**config.mk**
```make
export PLATFORM = sky130hd
export DESIGN_NAME = zero_crossing_frequency_meter
export DESIGN_NICKNAME = d
export VERILOG_FILES = /design/src/rtl/zcfm_pkg.sv /design/src/rtl/zcfm_fifo.sv /design/src/rtl/zcfm_front.sv /design/src/rtl/zcfm_div.sv /design/src/rtl/zcfm_back.sv /design/src/rtl/zero_crossing_frequency_meter.sv
export SDC_FILE = /design/constraint.sdc
export NUM_CORES = 1
export LEC_CHECK = 0
export ABC_AREA = 0
export BUFFER_PORTS_ARGS = -buffer_cell sky130_fd_sc_hd__buf_2
export CORE_MARGIN = 5
export CORE_UTILIZATION = 25
export DETAILED_ROUTE_END_ITERATION = 7
export GPL_ROUTABILITY_DRIVEN = 0
export PLACE_DENSITY = 0.39
export SETUP_SLACK_MARGIN = 0.4
export SLEW_MARGIN = 20
export SYNTH_ARGS = -nofsm -noshare
export SYNTH_HDL_FRONTEND = slang
export SYNTH_SLANG_ARGS = --single-unit
```
**constraint.sdc**
```tcl
create_clock -name i_clk -period 6.1 [get_ports i_clk]
set_input_delay 1.525 -clock i_clk [delete_from_list [all_inputs] [get_ports i_clk]]
set_output_delay 1.525 -clock i_clk [all_outputs]
set_load 0.005 [all_outputs]
```
**src/rtl/zcfm_pkg.sv**
```systemverilog
package zcfm_pkg;

    localparam int SAMPLE_W   = 16;
    localparam int HYS_W      = 15;
    localparam int RATE_W     = 16;
    localparam int FREQ_W     = 24;
    localparam int FRAC_W     = 8;
    localparam int SUM_W      = 30;
    localparam int DIV_NUM_W  = 30;
    localparam int DIV_DEN_W  = 16;
    localparam int CFG_IDX_W  = 2;
    localparam int CFG_DATA_W = 16;
    localparam int QDEPTH     = 2;

    localparam logic [FREQ_W-1:0] FREQ_MAX = '1;

    localparam logic [CFG_IDX_W-1:0] CFG_ZERO_LEVEL  = 2'd0;
    localparam logic [CFG_IDX_W-1:0] CFG_HYSTERESIS  = 2'd1;
    localparam logic [CFG_IDX_W-1:0] CFG_SAMPLE_RATE = 2'd2;

    localparam logic [SAMPLE_W-1:0] ZERO_LEVEL_RST  = 16'd32768;
    localparam logic [HYS_W-1:0]    HYSTERESIS_RST  = 15'd1000;
    localparam logic [RATE_W-1:0]   SAMPLE_RATE_RST = 16'd8000;

    typedef struct packed {
        logic                start_req;
        logic [SAMPLE_W-1:0] adc_sample;
    } t_in_item;

    typedef struct packed {
        logic [FREQ_W-1:0]   freq_q8;
        logic [SAMPLE_W-1:0] period;
        logic                set_done;
        logic [FREQ_W-1:0]   avg_freq_q8;
    } t_out_item;

    typedef struct packed {
        logic [SAMPLE_W-1:0] period;
        logic                first;
        logic                last;
    } t_job;

    typedef struct packed {
        logic                 start;
        logic [DIV_NUM_W-1:0] num;
        logic [DIV_DEN_W-1:0] den;
    } t_div_req;

    typedef struct packed {
        logic                 busy;
        logic                 done;
        logic [DIV_NUM_W-1:0] quo;
    } t_div_rsp;

endpackage

```
**src/rtl/zcfm_fifo.sv**
```systemverilog
module zcfm_fifo (
    input  logic          i_clk,
    input  logic          i_rst_n,
    input  logic          i_push,
    input  zcfm_pkg::t_job i_data,
    output logic          o_full,
    input  logic          i_pop,
    output zcfm_pkg::t_job o_data,
    output logic          o_empty
);

    localparam int PTR_W = $clog2(zcfm_pkg::QDEPTH);
    localparam int CNT_W = $clog2(zcfm_pkg::QDEPTH + 1);
    localparam logic [CNT_W-1:0] FULL_CNT = CNT_W'(zcfm_pkg::QDEPTH);

    zcfm_pkg::t_job   r_mem [zcfm_pkg::QDEPTH];
    logic [PTR_W-1:0] r_wptr;
    logic [PTR_W-1:0] r_rptr;
    logic [CNT_W-1:0] r_count;

    assign o_full  = (r_count == FULL_CNT);
    assign o_empty = (r_count == '0);
    assign o_data  = r_mem[r_rptr];

    always_ff @(posedge i_clk) begin
        if (i_push) begin
            r_mem[r_wptr] <= i_data;
        end
    end

    always_ff @(posedge i_clk) begin
        if (!i_rst_n) begin
            r_wptr  <= '0;
            r_rptr  <= '0;
            r_count <= '0;
        end else begin
            if (i_push) begin
                r_wptr <= r_wptr + 1'b1;
            end
            if (i_pop) begin
                r_rptr <= r_rptr + 1'b1;
            end
            if (i_push && !i_pop) begin
                r_count <= r_count + 1'b1;
            end else if (!i_push && i_pop) begin
                r_count <= r_count - 1'b1;
            end
        end
    end

    a_no_overflow: assert property (@(posedge i_clk) disable iff (!i_rst_n)
        i_push |-> !o_full) else $error("job queue overflow");

    a_no_underflow: assert property (@(posedge i_clk) disable iff (!i_rst_n)
        i_pop |-> !o_empty) else $error("job queue underflow");

endmodule

```
**src/rtl/zcfm_front.sv**
```systemverilog
module zcfm_front #(
    parameter int SAMPLES_PER_SET = 8
) (
    input  logic                               i_clk,
    input  logic                               i_rst_n,
    input  logic                               i_in_valid,
    output logic                               o_in_stall,
    input  zcfm_pkg::t_in_item                 i_in_data,
    input  logic [zcfm_pkg::SAMPLE_W-1:0]      i_zero_level,
    input  logic [zcfm_pkg::HYS_W-1:0]         i_hysteresis,
    input  logic                               i_q_full,
    output logic                               o_q_push,
    output zcfm_pkg::t_job                     o_q_job
);

    localparam int IDX_W = $clog2(SAMPLES_PER_SET);
    localparam logic [IDX_W-1:0] LAST_IDX = IDX_W'(SAMPLES_PER_SET - 1);
    localparam int SW = zcfm_pkg::SAMPLE_W;

    logic              r_active;
    logic              r_armed;
    logic [SW-1:0]     r_prev;
    logic [SW-1:0]     r_count;
    logic [IDX_W-1:0]  r_idx;

    logic              w_accept;
    logic [SW:0]       w_upper;
    logic signed [SW+1:0] w_lower;
    logic signed [SW+1:0] w_cur_s;
    logic signed [SW+1:0] w_prev_s;
    logic              w_rise;
    logic              w_fall;
    logic              w_last;

    assign w_accept = i_in_valid && !i_q_full;
    assign o_in_stall = i_q_full;

    assign w_upper  = {1'b0, i_zero_level} + (SW+1)'(i_hysteresis);
    assign w_lower  = $signed((SW+2)'(i_zero_level)) - $signed((SW+2)'(i_hysteresis));
    assign w_cur_s  = $signed((SW+2)'(i_in_data.adc_sample));
    assign w_prev_s = $signed((SW+2)'(r_prev));

    assign w_rise = ({1'b0, i_in_data.adc_sample} >= w_upper) && ({1'b0, r_prev} < w_upper)
                    && r_armed;
    assign w_fall = !w_rise && (w_cur_s <= w_lower) && (w_prev_s > w_lower) && !r_armed;
    assign w_last = (r_idx == LAST_IDX);

    assign o_q_push       = w_accept && !i_in_data.start_req && r_active && w_fall;
    assign o_q_job.period = r_count;
    assign o_q_job.first  = (r_idx == '0);
    assign o_q_job.last   = w_last;

    always_ff @(posedge i_clk) begin
        if (!i_rst_n) begin
            r_active <= 1'b0;
            r_armed  <= 1'b0;
            r_prev   <= '0;
            r_count  <= '0;
            r_idx    <= '0;
        end else if (w_accept) begin
            if (i_in_data.start_req) begin
                r_count  <= '0;
                r_idx    <= '0;
                r_active <= 1'b1;
            end else if (r_active) begin
                if (w_rise) begin
                    r_armed <= 1'b0;
                end else if (w_fall) begin
                    r_armed <= 1'b1;
                    if (w_last) begin
                        r_idx    <= '0;
                        r_active <= 1'b0;
                    end else begin
                        r_idx <= r_idx + 1'b1;
                    end
                end
                r_prev <= i_in_data.adc_sample;
                if (w_fall) begin
                    r_count <= SW'(1);
                end else if (r_count != '1) begin
                    r_count <= r_count + 1'b1;
                end
            end
        end
    end

endmodule

```
**src/rtl/zcfm_div.sv**
```systemverilog
module zcfm_div (
    input  logic               i_clk,
    input  logic               i_rst_n,
    input  zcfm_pkg::t_div_req i_req,
    output zcfm_pkg::t_div_rsp o_rsp
);

    localparam int NW    = zcfm_pkg::DIV_NUM_W;
    localparam int DW    = zcfm_pkg::DIV_DEN_W;
    localparam int CNT_W = $clog2(NW);

    logic             r_busy;
    logic             r_done;
    logic [CNT_W-1:0] r_cnt;
    logic [NW-1:0]    r_quo;
    logic [DW-1:0]    r_rem;
    logic [DW-1:0]    r_den;

    logic [DW:0]      w_rem_sh;
    logic             w_ge;
    logic [DW:0]      w_diff;

    assign w_rem_sh = {r_rem, r_quo[NW-1]};
    assign w_ge     = (w_rem_sh >= {1'b0, r_den});
    assign w_diff   = w_rem_sh - {1'b0, r_den};

    assign o_rsp.busy = r_busy;
    assign o_rsp.done = r_done;
    assign o_rsp.quo  = r_quo;

    always_ff @(posedge i_clk) begin
        if (!i_rst_n) begin
            r_busy <= 1'b0;
            r_done <= 1'b0;
            r_cnt  <= '0;
        end else begin
            r_done <= 1'b0;
            if (i_req.start) begin
                r_busy <= 1'b1;
                r_cnt  <= CNT_W'(NW - 1);
                r_quo  <= i_req.num;
                r_den  <= i_req.den;
                r_rem  <= '0;
            end else if (r_busy) begin
                r_rem <= w_ge ? w_diff[DW-1:0] : w_rem_sh[DW-1:0];
                r_quo <= {r_quo[NW-2:0], w_ge};
                if (r_cnt == '0) begin
                    r_busy <= 1'b0;
                    r_done <= 1'b1;
                end else begin
                    r_cnt <= r_cnt - 1'b1;
                end
            end
        end
    end

endmodule

```
**src/rtl/zcfm_back.sv**
```systemverilog
module zcfm_back #(
    parameter int SAMPLES_PER_SET = 8
) (
    input  logic                          i_clk,
    input  logic                          i_rst_n,
    input  logic [zcfm_pkg::RATE_W-1:0]   i_sample_rate,
    input  logic                          i_q_empty,
    input  zcfm_pkg::t_job                i_q_job,
    output logic                          o_q_pop,
    output zcfm_pkg::t_div_req            o_div_req,
    input  zcfm_pkg::t_div_rsp            i_div_rsp,
    output logic                          o_out_valid,
    input  logic                          i_out_stall,
    output zcfm_pkg::t_out_item           o_out_data
);

    localparam logic [zcfm_pkg::DIV_DEN_W-1:0] AVG_DEN =
        zcfm_pkg::DIV_DEN_W'(SAMPLES_PER_SET - 1);

    typedef enum logic [2:0] {
        S_IDLE,
        S_DIVF,
        S_ACC,
        S_DIVA,
        S_EMIT
    } t_state;

    t_state                          r_state;
    zcfm_pkg::t_job                  r_job;
    logic [zcfm_pkg::FREQ_W-1:0]     r_freq;
    logic [zcfm_pkg::FREQ_W-1:0]     r_avg;
    logic [zcfm_pkg::SUM_W-1:0]      r_sum;
    zcfm_pkg::t_div_req              r_div_req;
    logic                            r_out_valid;
    zcfm_pkg::t_out_item             r_out;

    logic [zcfm_pkg::SUM_W-1:0]      w_sum;

    assign w_sum = r_job.first ? '0 : r_sum + zcfm_pkg::SUM_W'(r_freq);

    assign o_q_pop     = (r_state == S_IDLE) && !i_q_empty;
    assign o_div_req   = r_div_req;
    assign o_out_valid = r_out_valid;
    assign o_out_data  = r_out;

    always_ff @(posedge i_clk) begin
        if (!i_rst_n) begin
            r_state         <= S_IDLE;
            r_out_valid     <= 1'b0;
            r_div_req.start <= 1'b0;
        end else begin
            r_div_req.start <= 1'b0;
            if (r_out_valid && !i_out_stall) begin
                r_out_valid <= 1'b0;
            end
            unique case (r_state)
                S_IDLE: begin
                    if (!i_q_empty) begin
                        r_job <= i_q_job;
                        if (i_q_job.period == '0) begin
                            r_freq  <= zcfm_pkg::FREQ_MAX;
                            r_state <= S_ACC;
                        end else begin
                            r_div_req.start <= 1'b1;
                            r_div_req.num   <= zcfm_pkg::DIV_NUM_W'({i_sample_rate,
                                               zcfm_pkg::FRAC_W'(0)});
                            r_div_req.den   <= i_q_job.period;
                            r_state         <= S_DIVF;
                        end
                    end
                end
                S_DIVF: begin
                    if (i_div_rsp.done) begin
                        r_freq  <= i_div_rsp.quo[zcfm_pkg::FREQ_W-1:0];
                        r_state <= S_ACC;
                    end
                end
                S_ACC: begin
                    r_sum <= w_sum;
                    if (r_job.last) begin
                        r_div_req.start <= 1'b1;
                        r_div_req.num   <= zcfm_pkg::DIV_NUM_W'(w_sum);
                        r_div_req.den   <= AVG_DEN;
                        r_state         <= S_DIVA;
                    end else begin
                        r_avg   <= '0;
                        r_state <= S_EMIT;
                    end
                end
                S_DIVA: begin
                    if (i_div_rsp.done) begin
                        r_avg   <= i_div_rsp.quo[zcfm_pkg::FREQ_W-1:0];
                        r_state <= S_EMIT;
                    end
                end
                S_EMIT: begin
                    if (!r_out_valid || !i_out_stall) begin
                        r_out.freq_q8     <= r_freq;
                        r_out.period      <= r_job.period;
                        r_out.set_done    <= r_job.last;
                        r_out.avg_freq_q8 <= r_avg;
                        r_out_valid       <= 1'b1;
                        r_state           <= S_IDLE;
                    end
                end
                default: r_state <= S_IDLE;
            endcase
        end
    end

    a_div_start_idle: assert property (@(posedge i_clk) disable iff (!i_rst_n)
        r_div_req.start |-> !i_div_rsp.busy) else $error("divider started while busy");

    a_div_done_waited: assert property (@(posedge i_clk) disable iff (!i_rst_n)
        i_div_rsp.done |-> (r_state == S_DIVF || r_state == S_DIVA))
        else $error("divider result with nobody waiting");

    a_avg_only_done: assert property (@(posedge i_clk) disable iff (!i_rst_n)
        (r_out_valid && !r_out.set_done) |-> (r_out.avg_freq_q8 == '0))
        else $error("average reported outside set end");

endmodule

```
**src/rtl/zero_crossing_frequency_meter.sv**
```systemverilog
// Zero-crossing frequency meter.
// Input channel (i_in_valid / o_in_stall / i_in_data): one beat per ADC sample, or a
// start request that clears the set and activates the meter. Samples arriving while not
// active are dropped without a result.
// Output channel (o_out_valid / i_out_stall / o_out_data): one beat per falling crossing
// with frequency (Q16.8 Hz), period in samples, and on the last crossing of the set the
// set_done flag and the average frequency of all crossings but the first.
// Config channel (i_cfg_valid / o_cfg_ready / i_cfg_index / i_cfg_data): always ready;
// index 0 zero level, 1 hysteresis, 2 sample rate. Write only while idle.
// Flow: the back end handles one queued crossing at a time and must finish it before it
// pops another; its frequency comes from the 30-step serial divider, the last crossing
// of a set runs the divider twice, and a zero period skips the divider. A two-beat job
// queue lets the front keep taking samples meanwhile; the front stalls only when the
// queue is full.
// Reset clears all control state, disarms the meter and loads the default registers.
// When the receiver stalls, the result holds in the output register, the back end
// finishes its next job and waits, and the queue fills before the input stalls.
module zero_crossing_frequency_meter #(
    parameter int SAMPLES_PER_SET = 8
) (
    input  logic                                 i_clk,
    input  logic                                 i_rst_n,
    input  logic                                 i_in_valid,
    output logic                                 o_in_stall,
    input  zcfm_pkg::t_in_item                   i_in_data,
    output logic                                 o_out_valid,
    input  logic                                 i_out_stall,
    output zcfm_pkg::t_out_item                  o_out_data,
    input  logic                                 i_cfg_valid,
    output logic                                 o_cfg_ready,
    input  logic [zcfm_pkg::CFG_IDX_W-1:0]       i_cfg_index,
    input  logic [zcfm_pkg::CFG_DATA_W-1:0]      i_cfg_data
);

    logic [zcfm_pkg::SAMPLE_W-1:0] r_zero_level;
    logic [zcfm_pkg::HYS_W-1:0]    r_hysteresis;
    logic [zcfm_pkg::RATE_W-1:0]   r_sample_rate;

    logic                w_q_full;
    logic                w_q_empty;
    logic                w_q_push;
    logic                w_q_pop;
    zcfm_pkg::t_job      w_push_job;
    zcfm_pkg::t_job      w_pop_job;
    zcfm_pkg::t_div_req  w_div_req;
    zcfm_pkg::t_div_rsp  w_div_rsp;

    assign o_cfg_ready = 1'b1;

    always_ff @(posedge i_clk) begin
        if (!i_rst_n) begin
            r_zero_level  <= zcfm_pkg::ZERO_LEVEL_RST;
            r_hysteresis  <= zcfm_pkg::HYSTERESIS_RST;
            r_sample_rate <= zcfm_pkg::SAMPLE_RATE_RST;
        end else if (i_cfg_valid) begin
            unique case (i_cfg_index)
                zcfm_pkg::CFG_ZERO_LEVEL:  r_zero_level  <= i_cfg_data;
                zcfm_pkg::CFG_HYSTERESIS:  r_hysteresis  <= i_cfg_data[zcfm_pkg::HYS_W-1:0];
                zcfm_pkg::CFG_SAMPLE_RATE: r_sample_rate <= i_cfg_data;
                default: ;
            endcase
        end
    end

    zcfm_front #(
        .SAMPLES_PER_SET(SAMPLES_PER_SET)
    ) u_front (
        .i_clk        (i_clk),
        .i_rst_n      (i_rst_n),
        .i_in_valid   (i_in_valid),
        .o_in_stall   (o_in_stall),
        .i_in_data    (i_in_data),
        .i_zero_level (r_zero_level),
        .i_hysteresis (r_hysteresis),
        .i_q_full     (w_q_full),
        .o_q_push     (w_q_push),
        .o_q_job      (w_push_job)
    );

    zcfm_fifo u_fifo (
        .i_clk   (i_clk),
        .i_rst_n (i_rst_n),
        .i_push  (w_q_push),
        .i_data  (w_push_job),
        .o_full  (w_q_full),
        .i_pop   (w_q_pop),
        .o_data  (w_pop_job),
        .o_empty (w_q_empty)
    );

    zcfm_div u_div (
        .i_clk   (i_clk),
        .i_rst_n (i_rst_n),
        .i_req   (w_div_req),
        .o_rsp   (w_div_rsp)
    );

    zcfm_back #(
        .SAMPLES_PER_SET(SAMPLES_PER_SET)
    ) u_back (
        .i_clk         (i_clk),
        .i_rst_n       (i_rst_n),
        .i_sample_rate (r_sample_rate),
        .i_q_empty     (w_q_empty),
        .i_q_job       (w_pop_job),
        .o_q_pop       (w_q_pop),
        .o_div_req     (w_div_req),
        .i_div_rsp     (w_div_rsp),
        .o_out_valid   (o_out_valid),
        .i_out_stall   (i_out_stall),
        .o_out_data    (o_out_data)
    );

endmodule
```
==> flow_summary.toml <==
[clock_network]
postCtsSetupBuffers = 0
cts_sinks = 406
cts_tree = "done"
numCtsBuffers = 49
clkTransAtPathRegs_ns = 0.06
insertion_delay_ns = 0.62
cts_resized = 0
cts_buffer_depth = 3
root_buffer = "clkbuf_16"
ctsHoldBuffers = 0
cts_max_level = 2

[power_and_ir_drop]
power_leakage_uw = 0.00892
combPwrFrac_pct = 18.8
power.sequential.fraction_pct = 42.9
finalPower_uw = 8240
p_int_uw = 5870
switchingPower_uw = 2370
swShare_pct = 28.7
p_per_area_nw_per_um2 = 350
ir_worst_vdd_uv = 215
clock_power_share_pct = 38.4

[layout]
final_nets = 2072
area_delta_synth_final_pct = 17.7
drive_above_1_share_pct = 13.7
postLayoutCellArea_sq_um = 23600
finalNonFillerCells = 2985

[floorplanning]
dieArea_sq_um = 85800
die_w_um = 293
rows = 103
fp.dieH_um = 293
coreArea_sq_um = 79100
start_util_pct = 25.3
pin_count = 108

[yosys]
ys_seq_area_share_pct = 55.9
yosysTopAreaCellShare_pct = 45.8
ys_ff_latch = 406
synthFlopType = "edfxtp_1"
synth_commonest_cells = "edfxtp_1 (305), nand2_1 (202), a21oi_1 (143), ha_1 (135), nor2_1 (127)"
syn_nets = 1963
synthCells = 1784
ys_types = 81
yosysTopAreaCell = "edfxtp_1"
async_flop_share_pct = 0
synthMostInstantiatedCell = "edfxtp_1"
synthTopCellsByArea = "edfxtp_1 (46%), dfxtp_1 (10%), ha_1 (8.4%)"
synth-edff-count = 305
synth.avg_cell_area_sq_um = 11.2
netlist_area_sq_um = 20000
yosys_warnings = 0

[critical_path]
crit_fanout = 9
path_delay_family = "compound AO/OA/AOI/OAI gates"
worstPathCellList = "inv_1 -> ha_1 -> nor2b_4 -> o31a_1 -> o41a_1 -> a2111oi_4 -> o31ai_1 -> a21oi_1 -> xor2_1 -> ha_1 -> nand2_1 -> or3_1 -> o311ai_1 -> nand3_4 -> nor2_4 -> ha_1 -> or3_1 -> a21oi_1"
r2r_start = "r_hysteresis[2]"
worstPathArrival_ns = 5.89
endpoint_kind = "flop"
cpPeakStageDelay_ns = 0.68
cp_slowest_cell = "o311ai_1"
path_buf_inv = 1
r2r-end = "u_fifo.r_count[1]"
worstSetupStartpointType = "flop"
worst_r2r_path_depth = 18
cpMostUsedCell = "ha_1"
worstPathRequired_ns = 6.62
criticalPathCategory = "reg -> reg"
rrSetupSlack_ns = 0.72

[sta]
period_minus_slack_ns = 5.38
relSlewSlack_pct = 24.8
rsz0062_at_grt = "no"
finalSetupViolCount = 0
tightest_slew_ns = 1.12
fmax_ghz = 0.186
hold_viol = 0
finalCritPeriodShare_pct = 88.1
fin_hold_ws_ns = 0.416
final.setup_skew_ns = 0.0583
timing.setup.tns_ns = 0
drv_slew = 0

[route]
postRouteAntennaNets = 0
first_pass_iters = 5
vias = 13500
dr.first_iter.drc_count = 622
viasPerCell = 4.53
drt-total-wl_mm = 51.9
wl_per_cell_um = 17.4
post-route-drc-count = 0

[placement]
place_area_sq_um = 21800
dpl.hpwl_mm = 37.0
place_inst = 2892
numPortBuffers = 106

[global_route]
grt_pass1_wl_mm = 80.9
grt_pass1_vias = 13900
antenna_found_initial = 0
grt.total_usage_pct = 11.9
overflow = 0
grt_max_degree = 78

[flow_run]
maxCapViolCount = 0

[min_path]
hold_path.class = "reg -> reg"
min_from = "u_back.r_avg[9]"
whs_path_depth = 0
hold_end = "u_back.o_out_data[9]"

[outcome]
status = "completed"
==> final cells by class <==
class,instances,area (sq um)
Fill cell,8184,55600
Sequential cell,406,11200
Multi-Input combinational cell,1227,8290
Tap cell,1050,1310
Clock buffer,60,1310
Timing Repair Buffer,126,681
Clock inverter,32,462
Inverter,83,312
Antenna cell,1,2.50
==> power groups by stage <==
stage                     registers [uW]  clock network, uW  logic, uW
after CTS                           3540               3290       1580
after detailed placement            3600                  0       1570
after global routing                3560               3400       1750
after floorplan                     3500                  0       1140
after global placement              3590                  0       1550
final                               3530               3160       1550
==> per-layer routing <==
metal  vias up  GRT usage (%)  wire length [um]  share of wire, %
li1       6723              -                 -                 -
met1      6495           16.5             25100                48
met2       224           19.2             23600                46
met3        71           2.14              2030               3.9
met4         0           2.86              1080               2.1
met5         -              0                 0                 0
==> worst max-delay path by stage <==
stage	endpoint	startpoint	depth (start not counted)	slack [ns]
6_report	u_fifo.r_count[1]	r_hysteresis[2]	18	0.72
5_1_grt	u_fifo.r_count[1]	r_hysteresis[1]	20	0.41
4_1_cts	u_fifo.r_count[1]	r_hysteresis[2]	18	0.69
3_5_place_dp	u_fifo.r_count[1]	r_hysteresis[2]	18	0.73
3_3_place_gp	u_fifo.r_count[1]	r_hysteresis[2]	18	0.75
2_1_floorplan	u_fifo.r_mem[0][0]	r_hysteresis[2]	16	0.67
==> worst register-to-register path: stages (launching register included) <==
cell and delay [ns]:
dfxtp_1 0.35, inv_1 0.05, ha_1 0.38, nor2b_4 0.17, o31a_1 0.28, o41a_1 0.37, a2111oi_4 0.45, o31ai_1 0.14
a21oi_1 0.20, xor2_1 0.12, ha_1 0.32, nand2_1 0.07, or3_1 0.42, o311ai_1 0.68, nand3_4 0.28, nor2_4 0.23
ha_1 0.29, or3_1 0.37, a21oi_1 0.14
==> through the flow <==
stage | setup slack, ns | util [%]
after floorplan | 0.665 | -
after global placement | 0.750 | 27.5
after detailed placement | 0.726 | 27.5
after CTS | 0.692 | 29.8
after global routing | 0.409 | 29.8
final | 0.723 | 29.8
==> logic make-up after synthesis <==
logic type	count (synthesis)	synth area share, %
other	1	0.0187
xor gates and xnor gates	56	2.45
AOI/OAI and AO/OA	372	11.8
muxes	69	3.67
and+or+nand+nor	587	14.3
DFF	406	55.9
buffers and inverters	151	2.94
adders and majority gates	142	8.99
==> sequential cells by signal, summed over array words and instances, names as in the netlist, 18 cells and up, named ones only <==
name,cells
u_back.r_avg,24
u_back.o_div_req,47
u_div.r_quo,30
u_back.r_job,18
u_back.r_sum,30
u_back.r_freq,24
u_back.o_out_data,65
u_fifo.r_mem,36
==> placed cells by master, fill, tap and decap left out, types with 38 or more instances in the layout <==
cell type / count
nand2_1: 202
a21oi_1: 143
clkbuf_16: 50
edfxtp_1: 305
and2_1: 38
buf_2: 106
inv_1: 80
o21ai_0: 40
ha_1: 135
nor2_1: 122
or3_1: 38
dfxtp_1: 100
Note: power is estimated with default switching activity, not from simulation.
